==> src/design/mcc_pkg.sv <==
// Shared types and constants for the minimum coin change table.
`default_nettype none

package mcc_pkg;

  // Field widths
  localparam int AmountW = 10;
  localparam int CountW  = 11;
  localparam int KindW   = 2;

  // Default number of table entries
  localparam int AmountDepthDef = 1024;

  // Stored code for an amount that cannot be formed
  localparam logic [CountW-1:0] Unreach = {CountW{1'b1}};

  // Item kinds; the fourth code is unused and ignored
  typedef enum logic [KindW-1:0] {
    KIND_CLEAR = 2'd0,
    KIND_COIN  = 2'd1,
    KIND_QUERY = 2'd2
  } kind_e;

  // Input beat
  typedef struct packed {
    logic [KindW-1:0]   kind;
    logic [AmountW-1:0] coin_value;
    logic [AmountW-1:0] query_amount;
  } in_item_t;

  // Output beat
  typedef struct packed {
    logic               reachable;
    logic [AmountW-1:0] coin_count;
  } out_item_t;

  // Controller to datapath commands
  typedef struct packed {
    logic accept;
    logic clr_wr;
    logic walk_rd;
    logic q_rd;
    logic out_load;
  } dp_cmd_t;

  // Datapath to controller status
  typedef struct packed {
    logic clr_last;
    logic walk_last;
    logic coin_ok;
  } dp_stat_t;

endpackage

`default_nettype wire

==> src/design/mcc_ctrl.sv <==
// Controller: sequences clearing sweeps, coin walks and query reads.
`default_nettype none

module mcc_ctrl (
  input  wire                       clk_i,
  input  wire                       rst_ni,
  input  wire                       in_valid_i,
  output logic                      in_ready_o,
  input  wire  [mcc_pkg::KindW-1:0] in_kind_i,
  output logic                      out_valid_o,
  input  wire                       out_ready_i,
  output mcc_pkg::dp_cmd_t          cmd_o,
  input  wire  mcc_pkg::dp_stat_t   stat_i
);

  typedef enum logic [2:0] {
    S_CLEAR,
    S_IDLE,
    S_WALK,
    S_QRD,
    S_QOUT
  } state_e;

  state_e state_q, state_d;
  logic   out_valid_q, out_valid_d;

  assign in_ready_o  = (state_q == S_IDLE);
  assign out_valid_o = out_valid_q;

  // Commands and next state
  always_comb begin
    cmd_o         = '0;
    state_d       = state_q;
    cmd_o.accept  = in_valid_i && in_ready_o;
    case (state_q)
      S_CLEAR: begin
        cmd_o.clr_wr = 1'b1;
        if (stat_i.clr_last) begin
          state_d = S_IDLE;
        end
      end
      S_IDLE: begin
        if (cmd_o.accept) begin
          case (in_kind_i)
            mcc_pkg::KIND_CLEAR: state_d = S_CLEAR;
            mcc_pkg::KIND_COIN:  state_d = stat_i.coin_ok ? S_WALK : S_IDLE;
            mcc_pkg::KIND_QUERY: state_d = S_QRD;
            default:             state_d = S_IDLE;
          endcase
        end
      end
      S_WALK: begin
        cmd_o.walk_rd = 1'b1;
        if (stat_i.walk_last) begin
          state_d = S_IDLE;
        end
      end
      S_QRD: begin
        cmd_o.q_rd = 1'b1;
        state_d    = S_QOUT;
      end
      S_QOUT: begin
        if (!out_valid_q || out_ready_i) begin
          cmd_o.out_load = 1'b1;
          state_d        = S_IDLE;
        end
      end
      default: state_d = S_IDLE;
    endcase
  end

  // Result beat holds until taken
  always_comb begin
    out_valid_d = out_valid_q;
    if (cmd_o.out_load) begin
      out_valid_d = 1'b1;
    end else if (out_ready_i) begin
      out_valid_d = 1'b0;
    end
  end

  always_ff @(posedge clk_i or negedge rst_ni) begin
    if (!rst_ni) begin
      state_q     <= S_CLEAR;
      out_valid_q <= 1'b0;
    end else begin
      state_q     <= state_d;
      out_valid_q <= out_valid_d;
    end
  end

endmodule

`default_nettype wire

==> config.mk <==
export PLATFORM = sky130hd
export DESIGN_NAME = mcc_ctrl
export DESIGN_NICKNAME = d
export VERILOG_FILES = /design/src/design/mcc_pkg.sv /design/src/design/mcc_ctrl.sv
export SDC_FILE = /design/constraint.sdc
export NUM_CORES = 1
export LEC_CHECK = 0
export BUFFER_PORTS_ARGS = -buffer_cell sky130_fd_sc_hd__buf_2
export CORE_AREA = 2 2 39 41
export CTS_BUF_LIST = sky130_fd_sc_hd__clkbuf_16
export DETAILED_ROUTE_END_ITERATION = 10
export DIE_AREA = 0 0 41 43
export PLACE_DENSITY_LB_ADDON = 0.05
export SYNTH_ARGS = -nofsm -noshare
export SYNTH_HDL_FRONTEND = slang
export SYNTH_SLANG_ARGS = --single-unit
==> constraint.sdc <==
create_clock -name clk_i -period 2.8 [get_ports clk_i]
set_clock_uncertainty 0.15 [all_clocks]
set_input_delay 0.28 -clock clk_i [delete_from_list [all_inputs] [get_ports clk_i]]
set_output_delay 0.28 -clock clk_i [all_outputs]
set_load 0.02 [all_outputs]
Word-level counts from Yosys, hierarchy flattened
Index checks and enable logic that the tools add are counted.
- register bits: 4
- output and inout port bits: 7
- logic and storage cells: 33
- equal/unequal tests: 10
- muxes and demuxes: 14
- reduce and logical (&&, ||, !) cells: 7
- operator list (cell ; number):
    3-bit case mux with 5 select lines ; 1
    3-bit 2-to-1 mux ; 4
    1-bit 2-to-1 mux ; 7
    3-bit by 2-bit == test with 1-bit output, second input constant ; 2
    2-bit != test, second input constant ; 3
    2-bit case mux with 3 select lines ; 1
    4-bit AND reduction ; 1
    3-bit by 1-bit == test with 1-bit output, second input constant ; 1
    3-bit == test, second input constant ; 1
    3-bit zero test ; 1
    2-bit by 1-bit == test with 1-bit output, second input constant ; 1
    2-bit == test, second input constant ; 1
    2-bit zero test ; 1
    2-bit 2-to-1 mux ; 1
    2-bit by 1-bit != test with 1-bit output, second input constant ; 1
    2-bit nonzero test ; 1
    1-bit logical AND ; 1
    1-bit zero test ; 1
    1-bit logical OR ; 1

Depth between registers and ports, before layout
Gate-level depths: netlist (run 1).
- depth in word-level cells: 5
- gate-level depth with buffers: 3

Worst setup path after synthesis (run 1)
Ideal clock, no wire load.
- kind: reg2out
- start point: register state_q[2]
- end point: output port cmd_o[4] in the netlist's numbering
- arrival: 1209 ps
- required time: 2370 ps
- slack: 1161 ps
- cell stages (with the launch flop): 4
- path buffers: 0
- cells stage by stage: dfrtp_1 nand2b_4 nor2_1 and2_1
- RTL lines (element ; RTL line ; RTL):
    start: declaration ; mcc_ctrl.sv:24 ; state_e state_q, state_d;
    start signal: assignment ; mcc_ctrl.sv:87 ; state_q <= state_d;
    end: declaration ; mcc_ctrl.sv:12 ; output mcc_pkg::dp_cmd_t cmd_o,

==> results of run 1 <==
==> flip-flops by register name, indices dropped and copies added (netlist names) <==
signal	flops
state_q	3
out_valid_o	1
==> worst max path at each step <==
stage	cells past startpoint	startpoint	to	slack, ns
after floorplan	3	state_q[2]$_DFFE_PN0P_	cmd_o[4]	1.16
after CTS	4	state_q[2]$_DFFE_PN0P_	cmd_o[4]	1.07
after global routing	4	state_q[2]$_DFFE_PN0P_	cmd_o[4]	0.98
final	4	state_q[2]$_DFFE_PN0P_	cmd_o[4]	1.08
after detailed placement	4	state_q[2]$_DFFE_PN0P_	cmd_o[4]	1.30
after global placement	4	state_q[2]$_DFFE_PN0P_	cmd_o[4]	1.32
==> area by class of cell <==
class | count | area, µm² | area share
multi-input combinational | 23 | 149 | 0.344
tap | 16 | 20.0 | 0.0462
clock buffer | 3 | 75.1 | 0.173
sequential | 4 | 100 | 0.231
timing repair buffer | 16 | 85.1 | 0.197
inverter | 1 | 3.75 | 0.00867
==> through the flow <==
stage / cell area [µm²] / setup WS [ns]
CTS: 433 / 1.07
floorplan: 260 / 1.16
global placement: 348 / 1.32
detailed placement: 348 / 1.30
finish: 433 / 1.08
global route: 433 / 0.976
==> layer usage <==
metal,global-route usage,vias to the layer above
met5,0,-
met4,0.0600,0
met3,0.0471,0
met2,0.131,7
met1,0.121,124
li1,-,140
==> critical path: stages, from the launching register on <==
cell and delay [ns]:
dfrtp_1 0.43, nand2b_4 0.19, nor2_1 0.16, and2_1 0.14, buf_2 0.15
==> power breakdown <==
part | total, mW | internal (mW) | switching (mW)
clock network | 0.217 | 0.182 | 0.0351
registers | 0.0955 | 0.0723 | 0.0232
logic | 0.143 | 0.0589 | 0.0841
==> cells by family after synthesis <==
logic type,count (synthesis)
AO/OA/AOI/OAI,4
buffers and inverters,2
flip-flops,4
multiplexers,1
AND/OR/NAND/NOR,18
==> layout by cell type, fill, tap and decap left out <==
master         synthesis  layout
a2111oi_0              1       1
a31o_2                 1       1
and2_1                 1       1
and3_2                 1       1
buf_2                  0      15
clkbuf_16              0       3
dfrtp_1                4       4
dlygate4sd3_1          0       1
inv_1                  1       1
mux2i_1                1       1
nand2_1                3       3
nand2b_1               1       1
nand2b_2               1       1
nand2b_4               1       1
nor2_1                 3       3
nor2_2                 1       1
nor2b_1                2       2
nor3_1                 3       3
o22ai_1                1       1
o41ai_1                1       1
or3_2                  1       1
==> results_dict.tcl, run 1 <==
set metrics [dict create \
    fin_crit_sh 0.614 \
    rrSetupSlack_ns 1.45 \
    clk-insertion-delay-late_ns 0.22 \
    slew_viol_final 0 \
    cts_max_level 1 \
    drive_gt1_frac 0.511 \
    period_minus_slack_ns 1.72 \
    grt_overflow 0 \
    hold-path-cell-count 2 \
    power_density_mw_per_mm2 1050 \
    hold_viol 0 \
    wl_met3_um 52 \
    synthesis.area_um2 260 \
    ys.flop_type "dfrtp_1" \
    io_pins 16 \
    gp_congestion 0.655 \
    yosysSeqAreaShare 0.385 \
    yosysTopAreaCell "dfrtp_1" \
    synth_fa_ha_area_frac 0 \
    crit-reg2reg-launch "state_q[2]$_DFFE_PN0P_" \
    reg2reg_to "state_q[0]$_DFFE_PN0P_" \
    syn_avg_cell_area_um2 8.97 \
    holdWs_ns 0.179 \
    p_total_mw 0.456 \
    drt_iter0_drc 3 \
    diodes 0 \
    cts-root-buf "clkbuf_16" \
    die_w_um 41 \
    port_buffers 15 \
    fin_nets 58 \
    coreArea_mm2 0.00138 \
    synth.most_common_cell "dfrtp_1" \
    synth_nets 38 \
    dp_hpwl_um 513 \
    hold-path-endpoint "state_q[1]$_DFFE_PN0P_" \
    cts_resized 0 \
    die_height_um 43 \
    cts_buffers 3 \
    r2r_cells 3 \
    routed_via_density 4.30 \
    cts_tree "done" \
    hold_buffers 1 \
    fmax_mhz 582 \
    setup-tns-final_ns 0 \
    antenna_found_initial 0 \
    vdd_drop_max_v 0.000302 \
    grt_pass1_wl_um 1120 \
    status "completed" \
    wirelength_met1_um 250 \
    synthArstFlopShare 1.00 \
    firstDrtPassIters 2 \
    cp.required_ns 2.37 \
    final_core_util 0.313 \
    area_growth_pct 66.3 \
    dieArea_mm2 0.00176 \
    final-instance-count-excl-fill 63 \
    synth_seq_cells 4 \
    clkTransAtPathRegs_ns 0.03 \
    grt_max_degree 8 \
    endpoint_kind "output port" \
    worstMarginPinSlew_ns 0.415 \
    synth-simple-area-share 0.409 \
    wl_met2_um 310 \
    critPathKind "flip-flop to output port" \
    synthMuxAreaShare 0.0385 \
    nFillCells 162 \
    post-cts-setup-buffers 0 \
    setup_viol_count_final 0 \
    clkSinkCount 4 \
    synth_xor_area_frac 0 \
    synth_compound_area_frac 0.125 \
    synth_top_cell_area_share 0.385 \
    grt_usage 0.0978 \
    num_rows 14 \
    drc 0 \
    vias 271 \
    ant_nets 0 \
    top_layer "met3" \
    slew_headroom 0.716 \
    rsz0062_at_grt "no" \
    p_leak_nw 0.219 \
    cp_data_arrival_time_ns 1.29 \
    synth.top_cells.by_count "dfrtp_1, nand2_1, nor2_1, nor3_1, nor2b_1" \
    synth_top_family_by_area "simple AND/OR/NAND/NOR gates" \
    hold_class "primary input to flip-flop" \
    grt_pass1_vias 268 \
    wire_per_inst_um 9.73 \
    crit_path_max_fanout 7 \
    dp_cells 59 \
    ys_types 19 \
    synth-edff-count 0 \
    synth_top_cells_by_area "dfrtp_1, nor3_1, nand2b_4, nor2b_1, nand2_1" \
    start_util 0.188 \
    hp-start "in_valid_i" \
    synthCells 29 \
    routed_wl_um 613 \
    crit_path_start_kind "flip-flop" \
    maxCapViolations 0 \
    yosysWarnings 0 \
    cts_buffer_depth 2 \
]
Power figures use the tool's default switching activity.
==> inputs of run 2 (changes only) <==
Clock period 2.8 ns to 1.4 ns, I/O delays scaled along.
==> run 2 against run 1 <==
  * The flow now finishes with violations (setup timing)
  * Power increased by 140%
  * Flip-flop and latch count unchanged
  * Cell area increased by 20%
  * Count of clock-buffer cells in the layout unchanged
==> results_dict.tcl, run 2 (synthesized netlist as in run 1, its figures left out) <==
set metrics [dict create \
    cts_buffer_depth 2 \
    hold_class "primary input to flip-flop" \
    cp.required_ns 1.11 \
    cts-root-buf "clkbuf_16" \
    vias 305 \
    violations "setup timing" \
    fmax_mhz 688 \
    power_density_mw_per_mm2 2070 \
    start_util 0.188 \
    top_usage_layer "met2" \
    num_rows 14 \
    firstDrtPassIters 2 \
    crit_path_start_kind "flip-flop" \
    fin_nets 63 \
    vdd_drop_max_v 0.000925 \
    io_pins 16 \
    coreArea_mm2 0.00138 \
    fin_ws_ns -0.0539 \
    use_met1 0.101 \
    p_total_mw 1.07 \
    hold-path-cell-count 2 \
    r2r_cells 4 \
    rsz0062_at_grt "yes" \
    area_growth_pct 99.0 \
    wire_per_inst_um 11.6 \
    grt_usage 0.0999 \
    place_area_um2 358 \
    clkSinkCount 4 \
    slew_viol_final 0 \
    cts_buffers 3 \
    slew_headroom 0.726 \
    cts_tree "done" \
    hold_viol 0 \
    ant_nets 0 \
    status "complete, but fails checks" \
    diodes 0 \
    drt_iter0_drc 4 \
    period_minus_slack_ns 1.45 \
    final_common_cell "buf_2" \
    port_buffers 15 \
    holdWs_ns 0.0397 \
    regMostFlops "state_q" \
    grt_pass1_vias 285 \
    most-common-layout-cells "buf_2, buf_4" \
    routed_wl_um 792 \
    antenna_found_initial 0 \
    cp_data_arrival_time_ns 1.16 \
    grt_max_degree 8 \
    clk-insertion-delay-late_ns 0.22 \
    crit_path_max_fanout 5 \
    drive_gt1_frac 0.692 \
    critPathKind "flip-flop to output port" \
    endpoint_kind "output port" \
    p_leak_nw 0.250 \
    largest_reg_flops 3 \
    cts_max_level 1 \
    maxCapViolations 0 \
    gr-usage-met2 0.147 \
    nFillCells 142 \
    fin_crit_sh 1.04 \
    gp_congestion 0.673 \
    final-instance-count-excl-fill 68 \
    setup-tns-final_ns -0.0940 \
    worstMarginPinSlew_ns 0.410 \
    stdcell_area_um2 518 \
    setup_viol_count_final 3 \
    routed_via_density 4.49 \
    die_height_um 43 \
    drc 0 \
    grtUsageMet3 0.0628 \
    die_w_um 41 \
    grt_pass1_wl_um 1110 \
    clkTransAtPathRegs_ns 0.03 \
    grt_overflow 0 \
    dieArea_mm2 0.00176 \
    dp_cells 60 \
]
run 2: cell types whose count changed in the layout (fill, tap and decap cells not counted), moves of 2 or more:
cell     change
nor2_2       +2
dfrtp_1      -2
buf_4        +7
buf_6        +3
dfrtp_2      +2
buf_2        -5
nor2_1       -3
run 2: worst paths after layout:
kind | from | endpoint | slack (ns)
min | in_valid_i | state_q[1]$_DFFE_PN0P_ | 0.04
max in group asynchronous | rst_ni | state_q[1]$_DFFE_PN0P_ | 0.86
max | state_q[2]$_DFFE_PN0P_ | cmd_o[4] | -0.05
min in group asynchronous | rst_ni | out_valid_o$_DFFE_PN0P_ | 0.10
max reg2reg | state_q[2]$_DFFE_PN0P_ | state_q[0]$_DFFE_PN0P_ | 0.01
min reg2reg | state_q[2]$_DFFE_PN0P_ | out_valid_o$_DFFE_PN0P_ | 0.43
run 2: repair_timing:
item | in CTS | in global routing
setup endpoints to repair | 4 | 7
hold buffers | 1 | 0
resized for setup | 8 | 8
pin swaps | 1 | 0
setup buffers | 3 | 1
gates cloned | 0 | 0
hold endpoints to repair | 4 | 0
run 2: per-stage QoR:
stage	utilization	worst slack (ns)
after CTS	0.352	-0.0563
after global routing	0.374	-0.0992
after detailed placement	0.259	0.0356
final	0.374	-0.0539
after floorplan	-	0.0275
after global placement	0.259	0.0423
run 2: final cells by class:
type / count / area [µm²] / share of cell area
Clock buffer: 3 / 75.1 / 0.145
Inverter: 1 / 3.75 / 0.00725
Multi-Input combinational cell: 23 / 170 / 0.329
Sequential cell: 4 / 103 / 0.198
Tap cell: 16 / 20.0 / 0.0386
Timing Repair Buffer: 21 / 146 / 0.283
run 2: worst max-delay path, stage by stage (launching register included):
cell and delay (ns):
dfrtp_1 0.40, nand2b_4 0.19, nor2_4 0.10, and2_4 0.15
buf_6 0.10
run 2: per-layer routing:
layer  up-vias  part of all wire
met5         -                 0
met4         0                 0
li1        150                 -
met1       142              0.38
met3         0              0.11
met2        13              0.52
run 2: report_power, final:
group	leakage [nW]	internal [mW]	switching, mW	total [mW]
Combinational	0.163	0.217	0.216	0.433
Clock	0.0370	0.364	0.0763	0.441
Sequential	0.0492	0.148	0.0485	0.197
Total	0.250	0.730	0.341	1.07
==> inputs of run 3 (changes only) <==
Settings changed: SKIP_CTS_REPAIR_TIMING set to 1.
==> run 3 against run 2 <==
  * The flow still finishes with violations (setup timing)
  * Count of clock-buffer cells in the layout unchanged
  * Combinational power down 11%
  * Largest cell class unchanged
  * Register-to-register slack better by 0.03 ns
==> results_dict.tcl, run 3 (synthesized netlist as in run 1, its figures left out) <==
set metrics [dict create \
    status "complete, but fails checks" \
    violations "setup timing" \
    grt_pass1_vias 228 \
    port_buffers 15 \
    most-common-layout-cells "buf_2, buf_4" \
    slew_viol_final 0 \
    cts_max_level 1 \
    hold_viol 0 \
    num_rows 14 \
    crit_path_max_fanout 7 \
    final-instance-count-excl-fill 67 \
    routed_wl_um 727 \
    final_core_util 0.368 \
    slew_headroom 0.726 \
    cts_buffers 3 \
    place_area_um2 358 \
    p_leak_nw 0.239 \
    drc 0 \
    maxCapViolations 0 \
    vias 293 \
    reg2reg_to "state_q[0]$_DFFE_PN0P_" \
    cts_tree "done" \
    io_pins 16 \
    clk-insertion-delay-late_ns 0.22 \
    clkSinkCount 4 \
    fmax_mhz 677 \
    cts_buffer_depth 2 \
    final_common_cell "buf_2" \
    routed_via_density 4.37 \
    dp_cells 60 \
    crit_path_start_kind "flip-flop" \
    r2r_cells 3 \
    endpoint_kind "output port" \
    power_density_mw_per_mm2 2020 \
    drive_gt1_frac 0.686 \
    die_height_um 43 \
    cp_data_arrival_time_ns 1.19 \
    rrSetupSlack_ns 0.04 \
    hp-start "in_valid_i" \
    vdd_drop_max_v 0.000922 \
    wire_per_inst_um 10.9 \
    gp_congestion 0.673 \
    setup_viol_count_final 1 \
    nFillCells 140 \
    fin_crit_sh 1.06 \
    critPathKind "flip-flop to output port" \
    area_growth_pct 95.7 \
    grt_max_degree 8 \
    dieArea_mm2 0.00176 \
    period_minus_slack_ns 1.48 \
    hold-path-endpoint "state_q[1]$_DFFE_PN0P_" \
    cts-root-buf "clkbuf_16" \
    start_util 0.188 \
    grt_overflow 0 \
    fin_nets 62 \
    firstDrtPassIters 2 \
    antenna_found_initial 0 \
    hold-path-cell-count 2 \
    setup-tns-final_ns -0.0780 \
    worstMarginPinSlew_ns 0.410 \
    grt_pass1_wl_um 917 \
    largest_reg_flops 3 \
    regMostFlops "state_q" \
    fin_ws_ns -0.0780 \
    rsz0062_at_grt "yes" \
    hold_class "primary input to flip-flop" \
    die_w_um 41 \
    coreArea_mm2 0.00138 \
    drt_iter0_drc 6 \
    cp.required_ns 1.11 \
    grt_usage 0.0858 \
    clkTransAtPathRegs_ns 0.03 \
    crit-reg2reg-launch "state_q[2]$_DFFE_PN0P_" \
    diodes 0 \
    stdcell_area_um2 509 \
    ant_nets 0 \
]
[run 3: cell count changes in the layout (fill, tap and decap cells not counted)]
cell and change:
nor3_1 +1, buf_2 +1, dfrtp_2 +1, dfrtp_1 -1, nor2_2 -1, buf_4 -2, nor2_4 +1, nor3_2 -1
[run 3: per-stage QoR]
stage / hold WS (ns) / total power, mW / setup slack (ns)
floorplan: -0.306 / 0.395 / 0.0275
global placement: -0.200 / 0.491 / 0.0423
detailed placement: -0.201 / 0.489 / 0.0356
CTS: -0.436 / 0.938 / -0.133
global route: 0.0516 / 1.09 / -0.119
finish: 0.0398 / 1.03 / -0.0780
[run 3: worst max-delay path by stage]
stage	endpoint	cells after the start	startpoint	slack, ns
2_1_floorplan	cmd_o[4]	3	state_q[2]$_DFFE_PN0P_	0.03
3_3_place_gp	state_q[0]$_DFFE_PN0P_	3	state_q[2]$_DFFE_PN0P_	0.04
3_5_place_dp	state_q[0]$_DFFE_PN0P_	3	state_q[2]$_DFFE_PN0P_	0.04
4_1_cts	cmd_o[4]	4	state_q[2]$_DFFE_PN0P_	-0.13
5_1_grt	cmd_o[4]	4	state_q[2]$_DFFE_PN0P_	-0.12
6_report	cmd_o[4]	4	state_q[2]$_DFFE_PN0P_	-0.08
[run 3: layer usage]
layer / share of wire / vias to the layer above / global-route usage
met5: 0 / - / 0
met2: 0.51 / 13 / 0.113
li1: - / 148 / -
met4: 0 / 0 / 0.0600
met1: 0.38 / 132 / 0.0915
met3: 0.12 / 0 / 0.0628
[run 3: final cells by class]
type                    count  area (µm²)  share of cell area
inverters                   1        3.75             0.00737
multi-input cells          23         170               0.334
well taps                  16        20.0              0.0393
repair buffers             20         136               0.268
clock buffers               3        75.1               0.147
flip-flops and latches      4         104               0.204
[run 3: report_power, final]
group	switching [mW]	leakage, nW	internal (mW)
Clock	0.0762	0.0370	0.364
Combinational	0.196	0.155	0.187
Sequential	0.0556	0.0476	0.150
[run 3: critical path: stages, from the launching register on]
cell and delay, ns:
dfrtp_2 0.43, nand2b_4 0.18, nor2_4 0.10, and2_4 0.15, buf_6 0.10
